<file path="src/hdl/tql_pkg.sv">
// ---------------------------------------------------------------------------
// Q-learning step package
// Shared constants, types and helper functions of the Q-learning step block.
// ---------------------------------------------------------------------------
package tql_pkg;

	localparam int NUM_COORDS_DEF = 2;
	localparam int GRID_SIZE_DEF  = 4;
	localparam int MAX_DRAWS      = 8;
	localparam logic [31:0] LFSR_TAPS = 32'h8020_0003;
	localparam logic [16:0] ONE_Q16   = 17'd65536;

	// Register indexes of the configuration port.
	localparam logic [2:0] REG_DISCOUNT      = 3'd0;
	localparam logic [2:0] REG_LEARN_RATE    = 3'd1;
	localparam logic [2:0] REG_EXPLORE_DECAY = 3'd2;
	localparam logic [2:0] REG_EXPLORE_START = 3'd3;
	localparam logic [2:0] REG_INITIAL_VALUE = 3'd4;
	localparam logic [2:0] REG_RANDOM_SEED   = 3'd5;

	// Controller states.
	typedef enum logic [3:0] {
		ST_CLEAR,
		ST_IDLE,
		ST_EPS,
		ST_SCAN_OLD,
		ST_DRAW,
		ST_REDRAW,
		ST_MOVE,
		ST_SCAN_NEW,
		ST_MUL_LOOK,
		ST_MUL_LEARN,
		ST_WRITE,
		ST_OUT
	} tql_state_t;

	// Commands from controller to datapath.
	typedef struct packed {
		logic clear_wr;   // write the fill value at the sweep address
		logic clear_rst;  // restart the sweep address
		logic start;      // latch the performance word and start the decay multiply
		logic scan_rst;   // restart a table scan
		logic scan_step;  // take one scanned entry
		logic scan_new;   // scan at the new cell
		logic draw_grd;   // first draw: greedy test
		logic draw_rnd;   // redraw a random move
		logic do_move;    // apply the move
		logic mul_look;   // gamma product
		logic mul_learn;  // alpha product
		logic write_q;    // store new Q value and result
	} tql_cmd_t;

	// Status from datapath to controller.
	typedef struct packed {
		logic clear_done;
		logic scan_done;
		logic greedy;
		logic rnd_ok;
		logic draws_done;
	} tql_stat_t;

	function automatic logic [16:0] clamp_one(input logic [16:0] v);
		return (v > ONE_Q16) ? ONE_Q16 : v;
	endfunction

	function automatic logic [31:0] lfsr_next(input logic [31:0] w);
		return w[0] ? ((w >> 1) ^ LFSR_TAPS) : (w >> 1);
	endfunction

endpackage

</file>
<file path="src/hdl/tql_ctrl.sv">
// ---------------------------------------------------------------------------
// Q-learning step controller
// Sequences table clearing, scans, draws, multiplies and the table update.
// ---------------------------------------------------------------------------
module tql_ctrl
	import tql_pkg::*;
(
	input  logic      clk,
	input  logic      arst_n,
	input  logic      in_valid,
	output logic      in_ready,
	output logic      out_valid,
	input  logic      out_ready,
	input  logic      refill,
	output tql_cmd_t  cmd,
	input  tql_stat_t stat
);

	tql_state_t state_q, state_d;

	// State register.
	always_ff @(posedge clk or negedge arst_n) begin
		if (!arst_n) begin
			state_q <= ST_CLEAR;
		end else begin
			state_q <= state_d;
		end
	end

	// Next state.
	always_comb begin
		state_d = state_q;
		unique case (state_q)
			ST_CLEAR:     if (stat.clear_done) state_d = ST_IDLE;
			ST_IDLE: begin
				if (refill) state_d = ST_CLEAR;
				else if (in_valid) state_d = ST_EPS;
			end
			ST_EPS:       state_d = ST_SCAN_OLD;
			ST_SCAN_OLD:  if (stat.scan_done) state_d = ST_DRAW;
			ST_DRAW:      state_d = stat.greedy ? ST_MOVE : ST_REDRAW;
			ST_REDRAW:    if (stat.rnd_ok || stat.draws_done) state_d = ST_MOVE;
			ST_MOVE:      state_d = ST_SCAN_NEW;
			ST_SCAN_NEW:  if (stat.scan_done) state_d = ST_MUL_LOOK;
			ST_MUL_LOOK:  state_d = ST_MUL_LEARN;
			ST_MUL_LEARN: state_d = ST_WRITE;
			ST_WRITE:     state_d = ST_OUT;
			ST_OUT: begin
				if (out_ready) state_d = ST_IDLE;
			end
			default:      state_d = ST_IDLE;
		endcase
	end

	// Outputs.
	always_comb begin
		cmd       = '0;
		in_ready  = 1'b0;
		out_valid = 1'b0;
		unique case (state_q)
			ST_CLEAR:     cmd.clear_wr = 1'b1;
			ST_IDLE: begin
				in_ready      = !refill;
				cmd.start     = in_valid && !refill;
				cmd.scan_rst  = 1'b1;
				cmd.clear_rst = 1'b1;
			end
			ST_EPS:       cmd.scan_rst = 1'b1;
			ST_SCAN_OLD:  cmd.scan_step = 1'b1;
			ST_DRAW:      cmd.draw_grd = 1'b1;
			ST_REDRAW:    cmd.draw_rnd = 1'b1;
			ST_MOVE: begin
				cmd.do_move  = 1'b1;
				cmd.scan_rst = 1'b1;
			end
			ST_SCAN_NEW: begin
				cmd.scan_step = 1'b1;
				cmd.scan_new  = 1'b1;
			end
			ST_MUL_LOOK:  cmd.mul_look = 1'b1;
			ST_MUL_LEARN: cmd.mul_learn = 1'b1;
			ST_WRITE:     cmd.write_q = 1'b1;
			ST_OUT:       out_valid = 1'b1;
			default:      cmd = '0;
		endcase
	end

endmodule

</file>
<file path="config.mk">
export PLATFORM = sky130hd
export DESIGN_NAME = tql_ctrl
export DESIGN_NICKNAME = d
export VERILOG_FILES = /design/src/hdl/tql_pkg.sv /design/src/hdl/tql_ctrl.sv
export SDC_FILE = /design/constraint.sdc
export NUM_CORES = 1
export LEC_CHECK = 0
export ABC_AREA = 1
export BUFFER_PORTS_ARGS = -buffer_cell sky130_fd_sc_hd__buf_2
export CORE_AREA = 2 2 39 41
export CTS_CLUSTER_DIAMETER = 60
export DETAILED_ROUTE_END_ITERATION = 12
export DIE_AREA = 0 0 41 43
export MAX_ROUTING_LAYER = met4
export SLEW_MARGIN = 20
export SYNTH_ARGS = -nofsm -noshare
export SYNTH_HDL_FRONTEND = slang
export SYNTH_SLANG_ARGS = --single-unit
</file>
<file path="constraint.sdc">
create_clock -name clk -period 3.67 [get_ports clk]
set_input_delay 1.101 -clock clk [delete_from_list [all_inputs] [get_ports clk]]
set_output_delay 1.101 -clock clk [all_outputs]
set_load 0.05 [all_outputs]
</file>
# Yosys cells after proc, flatten, opt, wreduce, memory -nomap -nowiden
# Cells that the tools add are included.
# op_classes
reduce_logical	7
n_mux	22
eq_ne	17
# ops
op	n
$pmux W4 S12	1
$mux W4	7
$eq A4 B3 Y1 const B	4
$eq A4 B4 Y1 const B	4
$mux W1	12
$ne A2 B2 Y1 const B	5
$eq A4 B2 Y1 const B	2
$reduce_and A6 Y1	1
$eq A4 B1 Y1 const B	1
$logic_not A4 Y1	1
$mux W2	2
$ne A3 B3 Y1 const B	1
$reduce_or A3 Y1	1
$reduce_or A2 Y1	1
$logic_and A1 B1 Y1	1
$logic_not A1 Y1	1
$logic_or A1 B1 Y1	1
# totals
reg_bits	4
wordCells	47
input_bits	10
output_inout_bits	14

# Logic depth before layout (Yosys ltp)
# Gate-level depths: netlist (run 1).
# logic_depth
word_depth	3
mapped_depth	8
mapped_depth_nobuf	8

# Worst setup path after synthesis (run 1)
# OpenSTA, ideal clock, no wires.
# synth_path
path_type	in2out
start	input port refill
end	output port cmd[9] (netlist bit)
path_stages	3
arrival_time_ps	1897
required_time_ps	2569
path_buffers	0
path_slack_ps	672
path_cell_list	inv_1 > nand3_1 > nor2_1
# synth_lines
element	line	rtl
start, declared	tql_ctrl.sv:14	input logic refill,
end, declared	tql_ctrl.sv:15	output tql_cmd_t cmd,

==> metrics.txt, run 1 <==
status finished, final reports clean; Util after Layout 43.6%; Internal Power 0.000224 W; die width 41 um; final hold vios 0; clock-pin slew on the worst setup and hold paths 0.04 ns; number of setup buffers added after CTS 0; final worst slack 0.839 ns; post-CTS resize count 0; vias per cell 4.45; antenna cells 0; # DRC 0; CP Class primary input to output port; Final ANT Viol Nets 0; Area growth syn-to-layout 35.4%; die height 43 um; PwrDens 1070 mW/mm2; H-tree depth 1; vias in the first global route 469; initial antenna violation count 0; drt first pass iters 3; total CTS buffers 3; die area 0.00176 mm2; dpl hpwl 972 um; grt total ovfl 0; Clock Skew 0.00355 ns; actual slew at the worst max-slew pin 0.322 ns; maxcap violations 0; Fin Setup TNS 0 ns; sw power 0.000422 W; max reg flops 4; Synth area leader dfrtp_1; Post-Synthesis Cell Area 445 um2; Top Ports 24; share of post-route cells with drive strength above 1 33.6%; Max Slew Vio Count 0; # port buffers 23; CP Launch Type primary input; Combinational Power Share 76.3%; Netlist cell types 16; static leakage 0.416 nW; Seq/Total Area, Yosys 22.5%; Clk pwr share 8.4%; Final Cycle Share 77.1%; Switching Fraction 65.3%; CTS max path bufs 2; Regs by FF count state_q (4); Worst-Skew Late Latency 0.23 ns; Setup Slack @ Placement 0.838 ns; Peak VDD IR 0.665 mV; clock sinks 4; RePlAce Congestion 0.858; via count 547; syn avg cell area 5.50 um2; CP endpoint kind output port; Final nets 119; area post-placement 581 um2; worst r2r src state_q[3]; syn nets 91; sequential share of power 15.4%; arrival time worst endpoint 1.73 ns; min Tclk post-route 2.83 ns; Fill cells 171; RSZ-0062 raised after global routing false; Core Area 0.00138 mm2; #FFs+latches synth 4; first-pass GRT wire length 1.83 mm; Root Driver clkbuf_4; top cell type's share of synthesized area 22.5%; largest net degree at the start of global routing 8; # hold bufs at CTS 0; average routed wire per standard cell 9.34 um; DR iter-0 viols 13; fin area 603 um2; crit-path max FO 3; final WL 1.15 mm; slew margin rel. 78.4%; GRT Overall Usage 15.3%; Worst EP required 2.57 ns; HP Start state_q[2]; Starting Density 32.2%; Biggest register state_q; achievable clock frequency 353 MHz; final setup fails 0; CTS tree done; HP Class register to register; Setup crit start refill; Syn Inst Count 81; # rows 14; Ys Warns 0; largest cells by area after synthesis dfrtp_1 22%, nand2_1 19%, inv_1 13%, nor2_1 12%, o21ai_0 6.7%
worst max-delay path: stages:
cell     delay, ns
buf_2         0.11
inv_1         0.05
nand3_1       0.11
nor2_1        0.10
buf_2         0.26
power groups by stage:
stage	registers [W]	clock network [W]	logic, W
CTS	0.0000989	0.0000557	0.000494
finish	0.0000994	0.0000540	0.000493
global route	0.000103	0.0000622	0.000541
floorplan	0.0000927	0	0.000398
detailed placement	0.0000995	0	0.000492
global placement	0.0000997	0	0.000493
cell usage after synthesis:
library cell / number
a21oi_1: 1
dfrtp_1: 4
inv_1: 16
inv_2: 1
nand2_1: 22
nand2_2: 4
nand3_1: 4
nand3_2: 1
nand3b_1: 1
nand4_1: 1
nor2_1: 14
nor2_2: 3
nor2_4: 1
nor3_1: 1
o21ai_0: 6
o21bai_1: 1
logic make-up after synthesis:
kind of cell	after synthesis	share of synthesized area, %
and+or+nand+nor	52	53.7
buffers and inverters	17	14.3
AOI/OAI and AO/OA	8	9.55
DFF	4	22.5
routing by layer:
layer	vias to the layer above	routed length [um]	global-route usage, %
met1	237	522	19.4
met3	0	49	4.71
met4	0	0	2.00
met2	11	577	23.8
li1	299	-	-
met5	-	0	-
worst paths after layout:
check                      cells past startpoint          to  slack [ns]
setup / recovery                               5      cmd[9]        0.84
hold / removal                                 2  state_q[2]        0.60
setup reg to reg                               6  state_q[3]        2.35
hold reg to reg                                2  state_q[2]        0.60
max in group asynchronous                      1  state_q[0]        2.88
min in group asynchronous                      1  state_q[2]        0.66
layout by cell type (no fill, tap or decap), types with 3 or more instances in the layout:
master / synthesis / layout
nor2_1: 14 / 14
inv_1: 16 / 16
nor2_2: 3 / 3
dfrtp_1: 4 / 4
o21ai_0: 6 / 6
nand2_1: 22 / 22
nand3_1: 4 / 4
clkbuf_4: 0 / 3
buf_2: 0 / 23
nand2_2: 4 / 4
final cells by class:
| type | count | area, um2 | share of cell area, % |
|---|---|---|---|
| Inverter | 17 | 63.8 | 10.6 |
| Sequential cell | 4 | 100 | 16.6 |
| Clock buffer | 3 | 22.5 | 3.73 |
| Tap cell | 16 | 20.0 | 3.32 |
| Multi-Input combinational cell | 60 | 282 | 46.7 |
| Timing Repair Buffer | 23 | 115 | 19.1 |
stage by stage:
step,hold WS (ns),instances,total power (W)
global placement,0.599,120,0.000593
global route,0.636,123,0.000706
finish,0.602,123,0.000646
detailed placement,0.592,120,0.000592
CTS,0.599,123,0.000649
floorplan,0.549,81,0.000490
No activity file was read; power rests on OpenSTA's default activity.
==> inputs of run 2 (changes only) <==
--- a/config.mk
+++ b/config.mk
@@ -5,7 +5,7 @@
 export SDC_FILE = /design/constraint.sdc
 export NUM_CORES = 1
 export LEC_CHECK = 0
-export ABC_AREA = 1
+export ABC_AREA = 0
 export BUFFER_PORTS_ARGS = -buffer_cell sky130_fd_sc_hd__buf_2
 export CORE_AREA = 2 2 39 41
 export CTS_CLUSTER_DIAMETER = 60
==> constraint.sdc (replaced) <==
create_clock -name clk -period 2.9 [get_ports clk]
set_input_delay 0.87 -clock clk [delete_from_list [all_inputs] [get_ports clk]]
set_output_delay 0.87 -clock clk [all_outputs]
set_load 0.05 [all_outputs]
==> run 2 against run 1 <==
Effect of this change:
- wire length shrank 7.3%
- clock skew shrank 0.0026 ns
- synthesized area shrank 14%
- count of clock-buffer cells in the layout is the same
- via count shrank 14%
- first-iteration DRC count shrank 31%
- largest cell class unchanged
==> metrics.txt, run 2 <==
status finished, final reports clean (unchanged); via count 468 (was 547); initial antenna violation count 0 (unchanged); Final nets 89 (was 119); Clock Skew 0.000946 ns (was 0.00355 ns); CTS tree done (unchanged); Register Area 100 um2 (unchanged); total CTS buffers 3 (unchanged); Syn Inst Count 53 (was 81); number of setup buffers added after CTS 0 (unchanged); grt total ovfl 0 (unchanged); CP Class register to output port (was primary input to output port); Seq/Total Area, Yosys 26.2% (was 22.5%); multi-input logic area 287 um2 (was 282 um2); commonest non-fill, non-tap cell in the layout buf_2 (unchanged); drt first pass iters 4 (was 3); clock-pin slew on the worst setup and hold paths 0.04 ns (about the same); RePlAce Congestion 0.702 (was 0.858); final hold vios 0 (unchanged); Biggest register state_q (unchanged); max reg flops 4 (unchanged); CP endpoint kind output port (unchanged); final WL 1.07 mm (was 1.15 mm); worst r2r src state_q[3] (unchanged); Worst-Skew Late Latency 0.23 ns (about the same); CTS max path bufs 2 (unchanged); vias in the first global route 361 (was 469); arrival time worst endpoint 1.75 ns (was 1.73 ns); antenna cells 0 (unchanged); area post-placement 537 um2 (was 581 um2); largest net degree at the start of global routing 17 (was 8); Ys Warns 0 (unchanged); first-pass GRT wire length 1.46 mm (was 1.83 mm); Layout Cells excl Fill 93 (was 123); met3 wire length 55 um (was 49 um); # rows 14 (unchanged); # port buffers 23 (unchanged); die width 41 um (unchanged); Inst Count DP 90 (was 120); Core Area 0.00138 mm2 (unchanged); M1 WL 497 um (was 522 um); actual slew at the worst max-slew pin 0.544 ns (was 0.322 ns); H-tree depth 1 (unchanged); Synth area leader dfrtp_1 (unchanged); RSZ-0062 raised after global routing false (unchanged); maxcap violations 0 (unchanged); largest cells by area after synthesis dfrtp_1 26%, nor2_1 8.9%, nand2b_1 8.2%, a21oi_1 5.2%, nor3_1 5.2% (was dfrtp_1 22%, nand2_1 19%, inv_1 13%, nor2_1 12%, o21ai_0 6.7%); HP Class primary input to asynchronous set/reset pin (was register to register); top cell type's share of synthesized area 26.2% (was 22.5%); post-CTS resize count 0 (unchanged); share of post-route cells with drive strength above 1 42.9% (was 33.6%); DR top layer met3 (unchanged); #FFs+latches synth 4 (unchanged); async set-reset flop share out of synthesis 100% (unchanged); final setup fails 0 (unchanged); ys flop type dfrtp_1 (unchanged); syn avg cell area 7.20 um2 (was 5.50 um2); vias per cell 5.03 (was 4.45); Final Cycle Share 90.2%; R2R cell count 4 (was 6); Fin Setup TNS 0 ns (unchanged); top-count cell post-synth nor2_1 (was nand2_1); Worst EP required 2.03 ns (was 2.57 ns); die height 43 um (unchanged); achievable clock frequency 382 MHz; R2R setup slack 1.15 ns (was 2.35 ns); # DRC 0 (unchanged); Synth top cells by count 9 x nor2_1, 5 x nand2b_1 (was 22 x nand2_1, 16 x inv_1, 14 x nor2_1, 6 x o21ai_0); fin area 559 um2 (was 603 um2); final worst slack 0.283 ns (was 0.839 ns); CP Launch Type register (was primary input); average routed wire per standard cell 11.5 um (was 9.34 um); syn nets 63 (was 91); Top Ports 24 (unchanged); wire length on met2 512 um (was 577 um); slew margin rel. 63.7% (was 78.4%); DR iter-0 viols 9 (was 13); RR Endpoint state_q[0] (was state_q[3]); Final ANT Viol Nets 0 (unchanged); number of enable flip-flop cells after synthesis 0 (unchanged); Netlist cell types 24 (was 16); Fill cells 151 (was 171); crit-path max FO 15 (was 3); die area 0.00176 mm2 (unchanged); Max Slew Vio Count 0 (unchanged); GRT Overall Usage 11.9% (was 15.3%); Post-Synthesis Cell Area 382 um2 (was 445 um2); Root Driver clkbuf_4 (unchanged); dpl hpwl 832 um (was 972 um); clock sinks 4 (unchanged); min Tclk post-route 2.62 ns; most frequent cells in the layout 23 x buf_2, 9 x nor2_1, 5 x nand2b_1 (was 23 x buf_2, 22 x nand2_1, 16 x inv_1); Starting Density 27.6% (was 32.2%); # hold bufs at CTS 0 (unchanged); Setup Slack @ Placement 0.395 ns (was 0.838 ns); Regs by FF count state_q (4) (unchanged); Area growth syn-to-layout 46.6% (was 35.4%)
## run 2: cell count changes in the layout (fill, tap and decap cells not counted), sizes merged, moves of 4 or more
| cell | change |
|---|---|
| nand2 | -22 |
| o21ai | -4 |
| inv | -17 |
| nor2 | -9 |
| nand2b | +6 |
| nand3 | -4 |
## run 2: critical path, stage by stage, from the launching register on
cell and delay (ns):
dfrtp_1 0.54, or3b_2 0.55, a21oi_1 0.15, buf_2 0.28
## run 2: logic make-up (layout without fill, tap and decap cells)
logic type | after synthesis | in the layout | share of synthesized area (%)
and+or+nand+nor | 32 | 32 | 47.2
DFF | 4 | 4 | 26.2
buffers and inverters | 4 | 28 | 4.26
xor gates and xnor gates | 1 | 1 | 2.30
AOI/OAI and AO/OA | 12 | 12 | 20.0
## run 2: through the flow
stage                     util (%)  hold slack (ns)
final                         40.4            0.440
after global routing          40.4            0.437
after CTS                     40.4            0.437
after detailed placement      38.8            0.679
after global placement        38.8            0.677
after floorplan                  -            0.574
## run 2: cell type report
class | count | area share (%)
clock buffer | 3 | 4.03
multi-input combinational | 45 | 51.2
sequential | 4 | 17.9
tap | 16 | 3.58
timing repair buffer | 25 | 23.3
## run 2: routing by layer
metal	global-route usage, %	vias to the layer above
met5	-	-
met4	4.00	0
met3	0	0
met2	21.6	14
met1	13.0	211
li1	-	243
## run 2: worst max-delay path by stage
stage,end,slack [ns],startpoint
detailed placement,cmd[9],0.40,refill
global route,cmd[8],0.20,state_q[1]
floorplan,cmd[9],-0.01,refill
finish,cmd[8],0.28,state_q[1]
global placement,cmd[9],0.41,refill
CTS,cmd[8],0.28,state_q[1]
Power of run 2 is left out: the tool's default activity adds up to more than one toggle a clock period on the data nets, which glitch-free logic cannot reach.
